### config.mk
export PLATFORM = sky130hd
export DESIGN_NAME = multi_channel_stepper_sequencer
export DESIGN_NICKNAME = d
export VERILOG_FILES = /design/src/hw/rtl/mcss_pkg.sv /design/src/hw/rtl/mcss_divider.sv /design/src/hw/rtl/mcss_front.sv /design/src/hw/rtl/mcss_back.sv /design/src/hw/rtl/multi_channel_stepper_sequencer.sv
export SDC_FILE = /design/constraint.sdc
export NUM_CORES = 2
export LEC_CHECK = 0
export ABC_AREA = 1
export ABC_CLOCK_PERIOD_IN_PS = 17100
export BUFFER_PORTS_ARGS = -buffer_cell sky130_fd_sc_hd__clkbuf_2
export CORE_ASPECT_RATIO = 1.5
export CORE_UTILIZATION = 40
export DETAILED_ROUTE_END_ITERATION = 7
export PLACE_DENSITY = 0.54
export SLEW_MARGIN = 5
export SYNTH_ARGS = -nofsm -noshare
export SYNTH_HDL_FRONTEND = slang
export SYNTH_SLANG_ARGS = --single-unit
### constraint.sdc
create_clock -name clk_i -period 17.1 [get_ports clk_i]
set_clock_uncertainty 0.2 [all_clocks]
set_input_delay 0 -clock clk_i [delete_from_list [all_inputs] [get_ports clk_i]]
set_output_delay 0 -clock clk_i [all_outputs]
set_load 0.03 [all_outputs]
### src/hw/rtl/mcss_pkg.sv
package mcss_pkg;

  localparam int unsigned NumGroupsDef  = 8;
  localparam int unsigned NumSlotsDef   = 4;
  localparam int unsigned PeriodBitsDef = 16;

  localparam int unsigned ClockBits = 26;
  localparam int unsigned CountBits = 24;
  localparam int unsigned RateBits  = 16;

  localparam logic [ClockBits-1:0] ClockHzReset = 26'd48000000;
  // counted moves run at 500 full steps a second
  localparam int unsigned CountedDiv = 500 * 4;

  typedef enum logic [2:0] {
    CMD_TICK   = 3'd0,
    CMD_MODE   = 3'd1,
    CMD_SINGLE = 3'd2,
    CMD_COUNT  = 3'd3,
    CMD_CONT   = 3'd4,
    CMD_STOP   = 3'd5
  } cmd_e;

  typedef enum logic [1:0] {
    MODE_STD  = 2'd0,
    MODE_HT   = 2'd1,
    MODE_HALF = 2'd2,
    MODE_BAD  = 2'd3
  } mode_e;

  localparam logic CfgClockHz = 1'b0;
  localparam logic CfgMask    = 1'b1;

  // one queued command word
  typedef struct packed {
    logic [2:0]           cmd;
    logic [2:0]           group;
    logic [1:0]           step_mode;
    logic                 direction;
    logic [CountBits-1:0] step_count;
    logic [RateBits-1:0]  sps;
  } cmd_word_t;

  // one result word
  typedef struct packed {
    logic       valid;
    logic [2:0] group;
    logic [3:0] coils;
    logic       drive_valid;
    logic       status;
    logic       finished;
    logic       last;
  } res_word_t;

  function automatic logic [3:0] coil_lookup(input logic [1:0] mode, input logic [2:0] ph);
    logic [3:0] c;
    c = 4'h0;
    case (mode)
      MODE_HT: begin
        case (ph[1:0])
          2'd0: c = 4'h9;
          2'd1: c = 4'h5;
          2'd2: c = 4'h6;
          default: c = 4'hA;
        endcase
      end
      MODE_HALF: begin
        case (ph)
          3'd0: c = 4'h1;
          3'd1: c = 4'h5;
          3'd2: c = 4'h4;
          3'd3: c = 4'h6;
          3'd4: c = 4'h2;
          3'd5: c = 4'hA;
          3'd6: c = 4'h8;
          default: c = 4'h9;
        endcase
      end
      default: begin
        case (ph[1:0])
          2'd0: c = 4'h1;
          2'd1: c = 4'h4;
          2'd2: c = 4'h2;
          default: c = 4'h8;
        endcase
      end
    endcase
    return c;
  endfunction

  // phase after one step in the given direction
  function automatic logic [2:0] next_phase(input logic [1:0] mode, input logic [2:0] ph,
                                            input logic dir);
    logic [2:0] p;
    p = dir ? ph - 3'd1 : ph + 3'd1;
    if (mode != MODE_HALF) p[2] = 1'b0;
    return p;
  endfunction

endpackage

### src/hw/rtl/mcss_divider.sv
module mcss_divider #(
  parameter int unsigned PeriodBits = mcss_pkg::PeriodBitsDef
) (
  input  logic                           clk_i,
  input  logic                           rst_ni,
  input  logic                           start_i,
  input  logic [mcss_pkg::ClockBits-1:0] dividend_i,
  input  logic [mcss_pkg::ClockBits-1:0] divisor_i,
  output logic                           done_o,
  output logic [PeriodBits-1:0]          period_o
);

  localparam int unsigned NB = mcss_pkg::ClockBits;
  localparam int unsigned CB = $clog2(NB + 1);
  localparam logic [63:0] PMax = (64'd1 << PeriodBits) - 64'd1;

  logic [NB-1:0] quo_q, quo_d, rem_q, rem_d, dvs_q, dvs_d;
  logic [CB-1:0] cnt_q, cnt_d;
  logic          busy_q, busy_d, done_q, done_d;
  logic [NB:0]   trial;

  // restoring divide, one quotient bit a cycle
  always_comb begin
    quo_d  = quo_q;
    rem_d  = rem_q;
    dvs_d  = dvs_q;
    cnt_d  = cnt_q;
    busy_d = busy_q;
    done_d = 1'b0;
    trial  = {rem_q, quo_q[NB-1]} - {1'b0, dvs_q};
    if (start_i) begin
      quo_d  = dividend_i;
      rem_d  = '0;
      dvs_d  = divisor_i;
      cnt_d  = CB'(NB);
      busy_d = 1'b1;
    end else if (busy_q) begin
      if (!trial[NB]) rem_d = trial[NB-1:0];
      else            rem_d = {rem_q[NB-2:0], quo_q[NB-1]};
      quo_d = {quo_q[NB-2:0], !trial[NB]};
      cnt_d = cnt_q - CB'(1);
      if (cnt_q == CB'(1)) begin
        busy_d = 1'b0;
        done_d = 1'b1;
      end
    end
  end

  always_ff @(posedge clk_i or negedge rst_ni) begin
    if (!rst_ni) begin
      cnt_q  <= '0;
      busy_q <= 1'b0;
      done_q <= 1'b0;
    end else begin
      cnt_q  <= cnt_d;
      busy_q <= busy_d;
      done_q <= done_d;
    end
  end

  always_ff @(posedge clk_i) begin
    quo_q <= quo_d;
    rem_q <= rem_d;
    dvs_q <= dvs_d;
  end

  // saturate and lift zero to one
  always_comb begin
    if (64'(quo_q) > PMax) period_o = PeriodBits'(PMax);
    else if (quo_q == '0)  period_o = PeriodBits'(1);
    else                   period_o = PeriodBits'(64'(quo_q));
  end

  assign done_o = done_q;

endmodule

### src/hw/rtl/mcss_front.sv
module mcss_front #(
  parameter int unsigned Depth = 2
) (
  input  logic                clk_i,
  input  logic                rst_ni,
  input  logic                push_i,
  input  mcss_pkg::cmd_word_t word_i,
  output logic                full_o,
  input  logic                pop_i,
  output logic                empty_o,
  output mcss_pkg::cmd_word_t word_o
);

  localparam int unsigned AW = (Depth > 1) ? $clog2(Depth) : 1;

  mcss_pkg::cmd_word_t mem_q [Depth];
  logic [AW-1:0] wp_q, rp_q;
  logic [AW:0]   fill_q;

  // short command queue between front and back
  always_ff @(posedge clk_i) begin
    if (push_i) mem_q[wp_q] <= word_i;
  end

  always_ff @(posedge clk_i or negedge rst_ni) begin
    if (!rst_ni) begin
      wp_q   <= '0;
      rp_q   <= '0;
      fill_q <= '0;
    end else begin
      if (push_i) wp_q <= (wp_q == AW'(Depth - 1)) ? '0 : wp_q + AW'(1);
      if (pop_i)  rp_q <= (rp_q == AW'(Depth - 1)) ? '0 : rp_q + AW'(1);
      fill_q <= fill_q + (AW+1)'(push_i) - (AW+1)'(pop_i);
    end
  end

  assign word_o  = mem_q[rp_q];
  assign empty_o = (fill_q == '0);
  assign full_o  = (fill_q == (AW+1)'(Depth));

endmodule

### src/hw/rtl/mcss_back.sv
module mcss_back #(
  parameter int unsigned NumGroups  = mcss_pkg::NumGroupsDef,
  parameter int unsigned NumSlots   = mcss_pkg::NumSlotsDef,
  parameter int unsigned PeriodBits = mcss_pkg::PeriodBitsDef
) (
  input  logic                           clk_i,
  input  logic                           rst_ni,
  input  logic                           empty_i,
  input  mcss_pkg::cmd_word_t            word_i,
  output logic                           pop_o,
  input  logic [mcss_pkg::ClockBits-1:0] clock_hz_i,
  input  logic [7:0]                     mask_i,
  output mcss_pkg::res_word_t            res_o,
  output logic                           idle_o
);

  localparam int unsigned SW = (NumSlots > 1) ? $clog2(NumSlots) : 1;
  localparam int unsigned CB = mcss_pkg::CountBits;
  localparam logic [63:0] PMax = (64'd1 << PeriodBits) - 64'd1;
  // ceil(2^29 / 125), exact for any 22-bit operand
  localparam logic [22:0] Recip125 = 23'd4294968;

  typedef enum logic [4:0] {
    ST_IDLE = 5'b00001,
    ST_SCAN = 5'b00010,
    ST_DIV  = 5'b00100,
    ST_ANS  = 5'b01000,
    ST_LAST = 5'b10000
  } state_e;

  state_e state_q, state_d;

  logic [1:0]            mode_q [NumGroups];
  logic [2:0]            phase_q [NumGroups];
  logic                  dir_q [NumGroups];
  logic [CB-1:0]         left_q [NumGroups];
  logic [NumSlots-1:0]   own_q;
  logic [2:0]            owner_q [NumSlots];
  logic [NumSlots-1:0]   counted_q;
  logic [PeriodBits-1:0] per_q [NumSlots];
  logic [PeriodBits-1:0] cnt_q [NumSlots];

  logic [SW-1:0] slot_q;
  logic          pend_q;
  logic [2:0]    pg_q;
  logic [3:0]    pc_q;
  logic          pf_q;
  logic [SW-1:0] tgt_q;
  mcss_pkg::res_word_t res_q;

  mcss_pkg::cmd_word_t w;
  logic       stepper;
  logic [2:0] g;
  logic [NumSlots-1:0] mine, freev;
  logic [SW-1:0] free_idx, mine_idx;
  logic [PeriodBits-1:0] inc;
  logic [2:0] og;
  logic fire, fin_now;
  logic start_ok;
  logic [mcss_pkg::ClockBits-1:0] divisor;
  logic div_start, div_done;
  logic [PeriodBits-1:0] div_per;
  logic [44:0] cnt_prod;
  logic [15:0] cnt_quo;
  logic [PeriodBits-1:0] cnt_per;

  assign w = word_i;
  assign g = w.group;
  assign stepper = (32'(g) < NumGroups) && mask_i[g];

  // slot lookups
  always_comb begin
    free_idx = '0;
    mine_idx = '0;
    for (int s = NumSlots - 1; s >= 0; s--) begin
      mine[s]  = own_q[s] && (owner_q[s] == g);
      freev[s] = !own_q[s];
      if (freev[s]) free_idx = SW'(s);
      if (mine[s])  mine_idx = SW'(s);
    end
  end

  assign og      = owner_q[slot_q];
  assign inc     = cnt_q[slot_q] + PeriodBits'(1);
  assign fire    = own_q[slot_q] && !(inc < per_q[slot_q] && inc != '0);
  assign fin_now = counted_q[slot_q] && (left_q[og] <= CB'(1));

  // a start command that claims a slot
  assign start_ok = (w.cmd == mcss_pkg::CMD_COUNT || w.cmd == mcss_pkg::CMD_CONT) &&
                    stepper && !(|mine) && (|freev) &&
                    !(w.cmd == mcss_pkg::CMD_COUNT && w.step_count == '0) &&
                    !(w.cmd == mcss_pkg::CMD_CONT && w.sps == '0);

  // counted period: clock_hz / 2000 as (clock_hz >> 4) / 125 by reciprocal multiply
  assign cnt_prod = {23'd0, clock_hz_i[mcss_pkg::ClockBits-1:4]} * 45'(Recip125);
  assign cnt_quo  = cnt_prod[44:29];

  always_comb begin
    if (64'(cnt_quo) > PMax) cnt_per = PeriodBits'(PMax);
    else if (cnt_quo == '0)  cnt_per = PeriodBits'(1);
    else                     cnt_per = PeriodBits'(64'(cnt_quo));
  end

  // continuous period goes through the serial divider
  assign divisor   = mcss_pkg::ClockBits'({w.sps, 1'b0});
  assign div_start = (state_q == ST_IDLE) && !empty_i && start_ok &&
                     (w.cmd == mcss_pkg::CMD_CONT);

  mcss_divider #(.PeriodBits(PeriodBits)) u_div (
    .clk_i, .rst_ni,
    .start_i   (div_start),
    .dividend_i(clock_hz_i),
    .divisor_i (divisor),
    .done_o    (div_done),
    .period_o  (div_per)
  );

  // sequencer
  always_comb begin
    state_d = state_q;
    pop_o   = 1'b0;
    case (state_q)
      ST_IDLE: if (!empty_i) begin
        if (w.cmd == mcss_pkg::CMD_TICK) state_d = ST_SCAN;
        else if (div_start)              state_d = ST_DIV;
        else                             state_d = ST_ANS;
      end
      ST_SCAN: if (slot_q == SW'(NumSlots - 1)) begin
        state_d = ST_LAST;
      end
      ST_LAST: begin
        state_d = ST_IDLE;
        pop_o   = 1'b1;
      end
      ST_DIV: if (div_done) begin
        state_d = ST_IDLE;
        pop_o   = 1'b1;
      end
      ST_ANS: begin
        state_d = ST_IDLE;
        pop_o   = 1'b1;
      end
      default: state_d = ST_IDLE;
    endcase
  end

  always_ff @(posedge clk_i or negedge rst_ni) begin
    if (!rst_ni) begin
      state_q   <= ST_IDLE;
      slot_q    <= '0;
      pend_q    <= 1'b0;
      pg_q      <= '0;
      pc_q      <= '0;
      pf_q      <= 1'b0;
      tgt_q     <= '0;
      res_q     <= '0;
      own_q     <= '0;
      counted_q <= '0;
      for (int i = 0; i < NumGroups; i++) begin
        mode_q[i]  <= mcss_pkg::MODE_STD;
        phase_q[i] <= '0;
        dir_q[i]   <= 1'b0;
        left_q[i]  <= '0;
      end
      for (int s = 0; s < NumSlots; s++) begin
        owner_q[s] <= '0;
        per_q[s]   <= '0;
        cnt_q[s]   <= '0;
      end
    end else begin
      state_q <= state_d;
      res_q   <= '0;
      case (state_q)
        ST_IDLE: begin
          slot_q <= '0;
          pend_q <= 1'b0;
          tgt_q  <= free_idx;
        end
        // one slot a cycle; a fired slot is held back one step so last is known
        ST_SCAN: begin
          slot_q <= slot_q + SW'(1);
          if (own_q[slot_q]) begin
            cnt_q[slot_q] <= fire ? '0 : inc;
          end
          if (fire) begin
            if (pend_q) res_q <= '{1'b1, pg_q, pc_q, 1'b1, 1'b0, pf_q, 1'b0};
            pend_q <= 1'b1;
            pg_q   <= og;
            pc_q   <= mcss_pkg::coil_lookup(mode_q[og], phase_q[og]);
            phase_q[og] <= mcss_pkg::next_phase(mode_q[og], phase_q[og], dir_q[og]);
            pf_q <= fin_now;
            if (counted_q[slot_q]) begin
              left_q[og] <= fin_now ? '0 : left_q[og] - CB'(1);
            end
            if (fin_now) begin
              own_q[slot_q]     <= 1'b0;
              counted_q[slot_q] <= 1'b0;
            end
          end
        end
        // flush the held word as the final one
        ST_LAST: if (pend_q) begin
          res_q <= '{1'b1, pg_q, pc_q, 1'b1, 1'b0, pf_q, 1'b1};
        end
        ST_DIV: if (div_done) begin
          own_q[tgt_q]     <= 1'b1;
          owner_q[tgt_q]   <= g;
          per_q[tgt_q]     <= div_per;
          cnt_q[tgt_q]     <= '0;
          counted_q[tgt_q] <= 1'b0;
          dir_q[g]         <= w.direction;
          res_q <= '{1'b1, g, 4'h0, 1'b0, 1'b0, 1'b0, 1'b1};
        end
        ST_ANS: begin
          res_q <= '{1'b1, g, 4'h0, 1'b0, 1'b1, 1'b0, 1'b1};
          if (stepper) begin
            case (w.cmd)
              mcss_pkg::CMD_MODE: if (w.step_mode != mcss_pkg::MODE_BAD) begin
                mode_q[g]  <= w.step_mode;
                if (w.step_mode != mcss_pkg::MODE_HALF) phase_q[g][2] <= 1'b0;
                res_q.status <= 1'b0;
              end
              mcss_pkg::CMD_SINGLE: begin
                res_q.coils       <= mcss_pkg::coil_lookup(mode_q[g], phase_q[g]);
                res_q.drive_valid <= 1'b1;
                res_q.status      <= 1'b0;
                phase_q[g] <= mcss_pkg::next_phase(mode_q[g], phase_q[g], w.direction);
              end
              mcss_pkg::CMD_COUNT: if (start_ok) begin
                own_q[tgt_q]     <= 1'b1;
                owner_q[tgt_q]   <= g;
                per_q[tgt_q]     <= cnt_per;
                cnt_q[tgt_q]     <= '0;
                counted_q[tgt_q] <= 1'b1;
                left_q[g]        <= w.step_count;
                dir_q[g]         <= w.direction;
                res_q.status     <= 1'b0;
              end
              mcss_pkg::CMD_STOP: if (|mine) begin
                own_q[mine_idx]     <= 1'b0;
                counted_q[mine_idx] <= 1'b0;
                cnt_q[mine_idx]     <= '0;
                res_q.status        <= 1'b0;
              end
              default: ;
            endcase
          end
        end
        default: ;
      endcase
    end
  end

  assign res_o  = res_q;
  assign idle_o = (state_q == ST_IDLE) && empty_i && !res_q.valid;

endmodule

### src/hw/rtl/multi_channel_stepper_sequencer.sv
// channel   | handshake            | payload
// command   | start / busy         | cmd_i group_i step_mode_i direction_i step_count_i
//           |                      | steps_per_second_i
// result    | result_valid_o       | out_group_o coils_o drive_valid_o status_o finished_o last_o
// config    | cfg_valid_i/ready_o  | cfg_index_i cfg_data_i
// a tick runs through decode, a scan of every slot, and a flush of the held word
// a continuous start waits for the bit-serial divider;
// other commands, counted start included, go from decode straight to the answer state
// the two-deep queue takes words while the back end works; busy while it is full
// config is taken only while the block is idle and no word is offered
// reset clears all group and slot state at once, no sweep
// results are strobed one cycle each and cannot be stalled
module multi_channel_stepper_sequencer #(
  parameter int unsigned NumGroups  = mcss_pkg::NumGroupsDef,
  parameter int unsigned NumSlots   = mcss_pkg::NumSlotsDef,
  parameter int unsigned PeriodBits = mcss_pkg::PeriodBitsDef
) (
  input  logic        clk_i,
  input  logic        rst_ni,
  input  logic        start,
  output logic        busy,
  input  logic [2:0]  cmd_i,
  input  logic [2:0]  group_i,
  input  logic [1:0]  step_mode_i,
  input  logic        direction_i,
  input  logic [23:0] step_count_i,
  input  logic [15:0] steps_per_second_i,
  output logic        result_valid_o,
  output logic [2:0]  out_group_o,
  output logic [3:0]  coils_o,
  output logic        drive_valid_o,
  output logic        status_o,
  output logic        finished_o,
  output logic        last_o,
  input  logic        cfg_valid_i,
  output logic        cfg_ready_o,
  input  logic        cfg_index_i,
  input  logic [25:0] cfg_data_i
);

  logic [mcss_pkg::ClockBits-1:0] clock_hz_q;
  logic [7:0] mask_q;
  logic full, pop, empty, idle;
  mcss_pkg::cmd_word_t in_word, q_word;
  mcss_pkg::res_word_t res;

  assign busy        = full;
  assign cfg_ready_o = idle && !start;
  assign in_word = '{cmd_i, group_i, step_mode_i, direction_i, step_count_i,
                     steps_per_second_i};

  // configuration registers
  always_ff @(posedge clk_i or negedge rst_ni) begin
    if (!rst_ni) begin
      clock_hz_q <= mcss_pkg::ClockHzReset;
      mask_q     <= '0;
    end else if (cfg_valid_i && cfg_ready_o) begin
      case (cfg_index_i)
        mcss_pkg::CfgClockHz: clock_hz_q <= cfg_data_i;
        mcss_pkg::CfgMask:    mask_q     <= cfg_data_i[7:0];
        default: ;
      endcase
    end
  end

  mcss_front u_front (
    .clk_i, .rst_ni,
    .push_i (start && !full),
    .word_i (in_word),
    .full_o (full),
    .pop_i  (pop),
    .empty_o(empty),
    .word_o (q_word)
  );

  mcss_back #(.NumGroups(NumGroups), .NumSlots(NumSlots), .PeriodBits(PeriodBits)) u_back (
    .clk_i, .rst_ni,
    .empty_i   (empty),
    .word_i    (q_word),
    .pop_o     (pop),
    .clock_hz_i(clock_hz_q),
    .mask_i    (mask_q),
    .res_o     (res),
    .idle_o    (idle)
  );

  assign result_valid_o = res.valid;
  assign out_group_o    = res.group;
  assign coils_o        = res.coils;
  assign drive_valid_o  = res.drive_valid;
  assign status_o       = res.status;
  assign finished_o     = res.finished;
  assign last_o         = res.last;

  // no result without a word taken earlier
  a_res_needs_work: assert property (@(posedge clk_i) disable iff (!rst_ni)
    result_valid_o |-> !$past(idle)) else $error("result from idle block");
  // an answer with error never drives coils
  a_err_quiet: assert property (@(posedge clk_i) disable iff (!rst_ni)
    (result_valid_o && status_o) |-> (!drive_valid_o && coils_o == 4'h0 && !finished_o))
    else $error("error answer drives coils");
  // finished only on a drive
  a_fin_drive: assert property (@(posedge clk_i) disable iff (!rst_ni)
    (result_valid_o && finished_o) |-> drive_valid_o) else $error("finish without drive");

endmodule
---- Word-level counts from Yosys, hierarchy flattened ----
Memory sizes are Yosys's and may differ from the RTL's.
Cells that the tools add are included.
operators by class
  mux-type cells .......................... 188
  add/sub/neg operators ................... 13
  bitwise logic cells ..................... 22
  reductions and logical operators ........ 74
  order comparisons ....................... 20
  multipliers ............................. 1
  eq/ne operators ......................... 57
operators by type and width
  cell                                                 count
  2-to-1 mux 192 bit                                   5
  2-to-1 mux 64 bit                                    9
  bitwise mux 192 bit                                  2
  case mux 192 bit (2 select lines)                    1
  case mux 64 bit (2 select lines)                     2
  2-to-1 mux 24 bit                                    9
  bitwise mux 64 bit                                   3
  case mux 64 bit (3 select lines)                     1
  2-to-1 mux 16 bit                                    11
  demux 24 bit (select 3 bit)                          2
  AND 64 bit                                           2
  NOT 64 bit                                           2
  demux 16 bit (select 2 bit)                          3
  2-to-1 mux 12 bit                                    8
  case mux 24 bit (2 select lines)                     2
  2-to-1 mux 26 bit                                    3
  binary-select mux 24 bit (select 3 bit)              1
  case mux 4 bit (3 select lines)                      6
  binary-select mux 16 bit (select 2 bit)              2
  case mux 4 bit (7 select lines)                      2
  2-to-1 mux 4 bit                                     13
  bitwise mux 24 bit                                   2
  case mux 12 bit (4 select lines)                     1
  multiplier 22 x 20 -> 42 bit, second input constant  1
  other kinds (90)                                     282
storage, ports and cells
  register bits after elaboration ......... 531
  output and inout bits ................... 14
  input bits .............................. 80
  bits in writable memories ............... 98
  memories kept ........................... 1
  word-level logic and storage cells ...... 447
memory list
  name           depth  bits a word  rd ports  clocked after memory_dff  write ports  RTL line          text
  u_front.mem_q  2      49           1         0                         1            mcss_front.sv:16  mcss_pkg::cmd_word_t mem_q [Depth];

---- Depth between registers and ports, before layout ----
An unclocked memory read counts as a cell.
  depth in word-level cells ............... 18
  gate-level depth with buffers ........... 30

---- Hierarchy ----
Synthesis repeated with hierarchy kept, for this count alone.
second synthesis, totals
  cells, all modules ...................... 6108
  area total of the unflattened synthesis .. 44561.5 sq um
modules (own cells, without submodules)
  module                           times used  sequential area each (sq um)  area each (sq um)  cells each
  mcss_back                        1           10461.3                       33258.1            4850
  mcss_divider                     1           2257.2                        5874.4             822
  mcss_front                       1           3042.9                        3921.3             281
  multi_channel_stepper_sequencer  1           863.3                         1507.7             155

---- Worst setup path after synthesis ----
OpenSTA, ideal clock, no wires.
  path type ............................... register -> register
  start point ............................. register clock_hz_q[11] (netlist bit)
  end point ............................... register u_back.per_q[16] (netlist bit)
  path buffers ............................ 0
  setup slack ............................. 11.495 ns
  cell stages (with the launch flop) ...... 27
  library setup time ...................... 0.065 ns
  arrival time ............................ 5.340 ns
  period minus slack after synthesis ...... 5.605 ns
  cells stage by stage .................... dfstp_2 -> ha_1 -> ha_1 -> fa_1 -> inv_1 -> fa_1 -> inv_1 -> fa_1 -> fa_1 -> inv_1 -> fa_1 -> inv_1 -> ha_1 -> a21o_1 -> a21oi_1 -> nor2_1 -> nor2_1 -> nor2_1 -> nor2_1 -> nand2_1 -> xnor2_1 -> nand3_1 -> nor2_1 -> nand3_1 -> nand2_1 -> nand2_1 -> nand2_1
on the way
  longest elaborated chain between the ends .. 8
ends and longest elaborated chain
  item                                  RTL line                               text
  start, declared                       multi_channel_stepper_sequencer.sv:41  logic [mcss_pkg::ClockBits-1:0] clock_hz_q;
  start signal, assigned                multi_channel_stepper_sequencer.sv:55  clock_hz_q <= mcss_pkg::ClockHzReset;
  start signal, assigned                multi_channel_stepper_sequencer.sv:59  mcss_pkg::CfgClockHz: clock_hz_q <= cfg_data_i;
  multiplier 22 x 20 -> 42 bit (*)      mcss_back.sv:95                        assign cnt_prod = {23'd0, clock_hz_i[mcss_pkg::ClockBits-1:4]} * 45'(Recip125);
  zero test 16 bit                      mcss_back.sv:100                       else if (cnt_quo == '0) cnt_per = PeriodBits'(1);
  2-to-1 mux 16 bit (*)                 mcss_back.sv:100
  bitwise mux 64 bit (*)                mcss_back.sv:232                       per_q[tgt_q] <= cnt_per;
  2-to-1 mux 64 bit (*)                 mcss_back.sv:229                       mcss_pkg::CMD_COUNT: if (start_ok) begin
  2-to-1 mux 64 bit (*)                 mcss_back.sv:217                       case (w.cmd)
  2-to-1 mux 64 bit (*)                 mcss_back.sv:216                       if (stepper) begin
  case mux 64 bit (2 select lines) (*)  mcss_back.sv:173                       case (state_q)
  end signal, assigned by index         mcss_back.sv:208                       per_q[tgt_q] <= div_per;
  end signal, assigned by index         mcss_back.sv:232
  end, declared                         mcss_back.sv:40                        logic [PeriodBits-1:0] per_q [NumSlots];
Every way passes the cells marked *; elsewhere a longest branch is shown, timed or not. The select of a mux whose other input is x is not followed.
A chain may end at the register's enable or synchronous reset.

---- Worst setup path after layout ----
  start point ............................. register u_back.slot_q[0]
  end point ............................... register u_back.counted_q[2]
on the way
  longest elaborated chain between the ends .. 12
ends and longest elaborated chain
  item                                                                             RTL line          text
  start, declared                                                                  mcss_back.sv:43   logic [SW-1:0] slot_q;
  start signal, assigned                                                           mcss_back.sv:181  slot_q <= slot_q + SW'(1);
  parallel branches: the longest is 12 deep, another holds adder 16 x 1 -> 16 bit  n/a
  end signal, assigned                                                             mcss_back.sv:158  counted_q <= '0;
  end signal, assigned by index                                                    mcss_back.sv:197  counted_q[slot_q] <= 1'b0;
  end signal, assigned by index                                                    mcss_back.sv:210  counted_q[tgt_q] <= 1'b0;
  end, declared                                                                    mcss_back.sv:39   logic [NumSlots-1:0] counted_q;
Parallel ways; which one is timed is not known. The select of a mux whose other input is x is not followed.

==> reports/qor.csv <==
stage,metric,value,unit
die,die width,269.9,µm
timing,TNS Setup,0,ns
critical_path,CP Class,flip-flop to flip-flop,
finish,share of layout cells above drive strength 1,0.05986,
global_route,grt ovf,0,
synthesis,syn_area_per_cell,7.231,µm²
synthesis,post-synthesis sequential area ratio,0.3791,
synthesis,Mapped Area,43060,µm²
timing,post-route clock period utilization,0.4770,
synthesis,Synth top area share,0.2627,
timing,slack of the critical path,8.944,ns
timing,Final min period,8.156,ns
clocking,htree depth,3,
min_path,Min-Delay Path Class,input port to flip-flop,
routing,Routed WL,157.8,mm
die,die footprint,109000,µm²
synthesis,post-synthesis mux area share,0.002092,
clocking,Num Clock Sinks,629,
routing,number of iterations in the first detailed-routing pass,5,
clocking,TritonCTS Buffers,70,
finish,nets@finish,6564,
timing,Slew Limit Fails,0,
placed_design,RD Place Congestion,0.9375,
synthesis,Post-synth EDFFs,140,
clocking,post-CTS setup buffer count,0,
finish,Layout area overhead,14.13,%
timing,final setup fails,0,
finish,"Core Util, Final",0.4599,
synthesis,syn_nets,6374,
synthesis,Post-Synth Adder-Cell Area,0.1156,
timing,relative slew slack,0.2205,
routing,Remaining DRCs,0,
synthesis,XOR/XNOR Fraction of Synth Area,0.009095,
synthesis,main flop type after synthesis,dfrtp_1,
run_status,outcome,completed,
synthesis,YS warnings,0,
placed_design,pre-CTS WS,9.107,ns
clocking,Max Root-Sink Buffers,3,
synthesis,Compound-Gate Fraction of Synth Area,0.09385,
die,standard-cell row count,147,
placed_design,Post-DP HPWL,105.7,mm
die,Initial Util,0.4030,
routing,Via Count,41265,
synthesis,largest family of logic cells by synthesized area,simple AND/OR/NAND/NOR gates,
placed_design,IO Port Bufs,93,
synthesis,ranking of synthesized cells by area,"dfrtp_1, nand2_1, edfxtp_1",
synthesis,Synth area leader,dfrtp_1,
global_route,initial antenna violation count,1,
die,DIE HEIGHT,403.8,µm
global_route,vias in the first global route,40613,
synthesis,Async SR Flop Fraction,0.7361,
routing,post-route ant nets,0,
global_route,global-route wire length before repair,240.9,mm
synthesis,Synth Area in Simple Gates,0.3221,
timing,Max Freq,122.6,MHz
global_route,pin count of the biggest net entering global routing,82,
critical_path,CP Data Required Time,17.42,ns
clocking,worst skew pair latency,0.66,ns
critical_path,CP arrival,8.48,ns
routing,Routed wire per std cell,20.72,µm
finish,fill count,10847,
flow_run,Maximum Capacitance Violations,0,
critical_path,CP max FO,81,
critical_path,CP startpoint kind,flip-flop,
global_route,Total Routing Usage GR,0.2871,
clocking,clk root buf,clkbuf_16,
routing,DR iter-0 viols,4012,
routing,Via density,5.420,
timing,final hold vios,0,
die,io pins,94,
synthesis,Netlist cell types,61,
timing,slew at the pin closest to its max-slew limit,1.157,ns
synthesis,Syn Inst Count,5955,
timing,RSZ-0062 raised after global routing,no,
die,core area,106900,µm²
clocking,Clock transition at path regs,0.06,ns
clocking,CTS tree,built,
critical_path,nature of the critical path endpoint,flip-flop,
synthesis,#FFs+latches synth,629,
-- cell usage after synthesis (12+ instances only) --
cell type	instances
fa_1	98
xor2_1	26
nand3b_1	16
or2_2	25
dfrtp_1	452
clkbuf_1	125
buf_1	15
nor3_1	31
o211ai_1	15
xnor2_1	15
a22oi_1	19
buf_4	24
nand4_1	143
a21oi_1	154
dfxtp_1	26
inv_1	590
ha_1	241
o21ai_0	310
inv_2	12
a32o_1	13
o21ai_1	12
nand3_1	388
buf_2	71
edfxtp_1	140
o22ai_1	116
nand2_1	2387
nor2_1	347
-- through the flow --
stage	instance area [µm²]	hold slack [ns]	instances
CTS	49140	0.03452	7613
detailed placement	44830	-0.1465	7296
floorplan	43060	-0.4956	5955
finish	49140	0.08189	7614
global placement	44830	-0.1422	7296
global route	49140	0.1027	7614
-- layout make-up --
class / instances / area, µm² / share of cell area
repair buffers: 354 / 2933 / 0.05968
clock buffers: 90 / 1918 / 0.03903
inverters: 611 / 2293 / 0.04667
flip-flops and latches: 629 / 16330 / 0.3322
clock inverters: 35 / 452.9 / 0.009216
well taps: 1415 / 1770 / 0.03603
diodes: 1 / 2.502 / 0.00005092
multi-input cells: 4479 / 23450 / 0.4771
-- placed cells by master, fill, tap and decap left out, drive strengths merged, types with 16 or more instances in the layout --
cell / count
nand2: 2391
dfxtp: 26
inv: 605
edfxtp: 140
clkinv: 28
nor3: 32
nand3b: 16
buf: 71
a21oi: 155
nand4: 143
a22oi: 19
xnor2: 17
nor2: 363
fa: 98
ha: 241
dlygate4sd3: 191
nand3: 392
o22ai: 116
dfrtp: 452
clkbuf: 182
o21ai: 323
or2: 28
xor2: 26
-- layer usage --
metal	share of wire	global-route usage	vias up
met5	0	0	-
met4	0.045	0.1325	0
met3	0.057	0.03471	359
met1	0.41	0.3499	19793
met2	0.49	0.5034	1472
li1	-	-	19641
-- registers in the layout, summed over array words and instances, names as in the netlist, 8 cells and up --
register	flops
u_back.left_q	192
u_front.mem_q	98
u_back.cnt_q	64
u_back.per_q	64
clock_hz_q	26
u_back.u_div.quo_q	26
u_back.u_div.rem_q	26
u_back.phase_q	24
u_back.mode_q	16
u_back.u_div.dvs_q	16
u_back.owner_q	12
u_back.res_o	12
mask_q	8
u_back.dir_q	8
-- logic make-up after synthesis --
| kind of cell | count (synthesis) |
|---|---|
| muxes | 8 |
| buffers and inverters | 847 |
| xor gates and xnor gates | 43 |
| AOI/OAI and AO/OA | 710 |
| adders and majority gates | 339 |
| and+or+nand+nor | 3379 |
| DFF | 629 |
-- repair_timing --
action                                 CTS  global route
endpoints found under the hold margin  265             0
gates resized for setup                  0             0
hold buffers                           192             0
-- critical path, stage by stage (launching register included) --
cell     delay, ns
dfrtp_2       0.62
inv_2         0.37
buf_4         0.41
nand2_1       0.19
nand3_4       0.41
nand2_4       0.69
buf_4         0.79
inv_2         0.44
nand2_1       0.16
nand2_1       0.06
nand2_1       0.05
nand2_1       0.07
nand2_1       0.05
nand2_1       0.10
inv_2         0.09
ha_1          0.18
nand3_1       0.09
nor2_1        0.24
nand3_1       0.32
nand2_1       0.21
nand3_4       0.66
buf_4         0.67
nand2_1       0.15
nand3_1       0.37
nand2_1       0.17
o21ai_0       0.09
-- path summary, 6_finish.rpt --
path                                  start  slack (ns)                  end  cells after the start
max reg2reg                u_back.slot_q[0]        8.94  u_back.counted_q[2]                     25
min reg2reg                u_back.cnt_q[31]        0.27     u_back.cnt_q[31]                      2
max                        u_back.slot_q[0]        8.94  u_back.counted_q[2]                     25
min                           cfg_data_i[0]        0.08        clock_hz_q[0]                      4
min in group asynchronous            rst_ni        0.36   u_back.left_q[130]                      4
max in group asynchronous            rst_ni       13.81         u_front.rp_q                      6
Power is left out: the tool's default activity adds up to more than one toggle a clock period on the data nets, which glitch-free logic cannot reach.
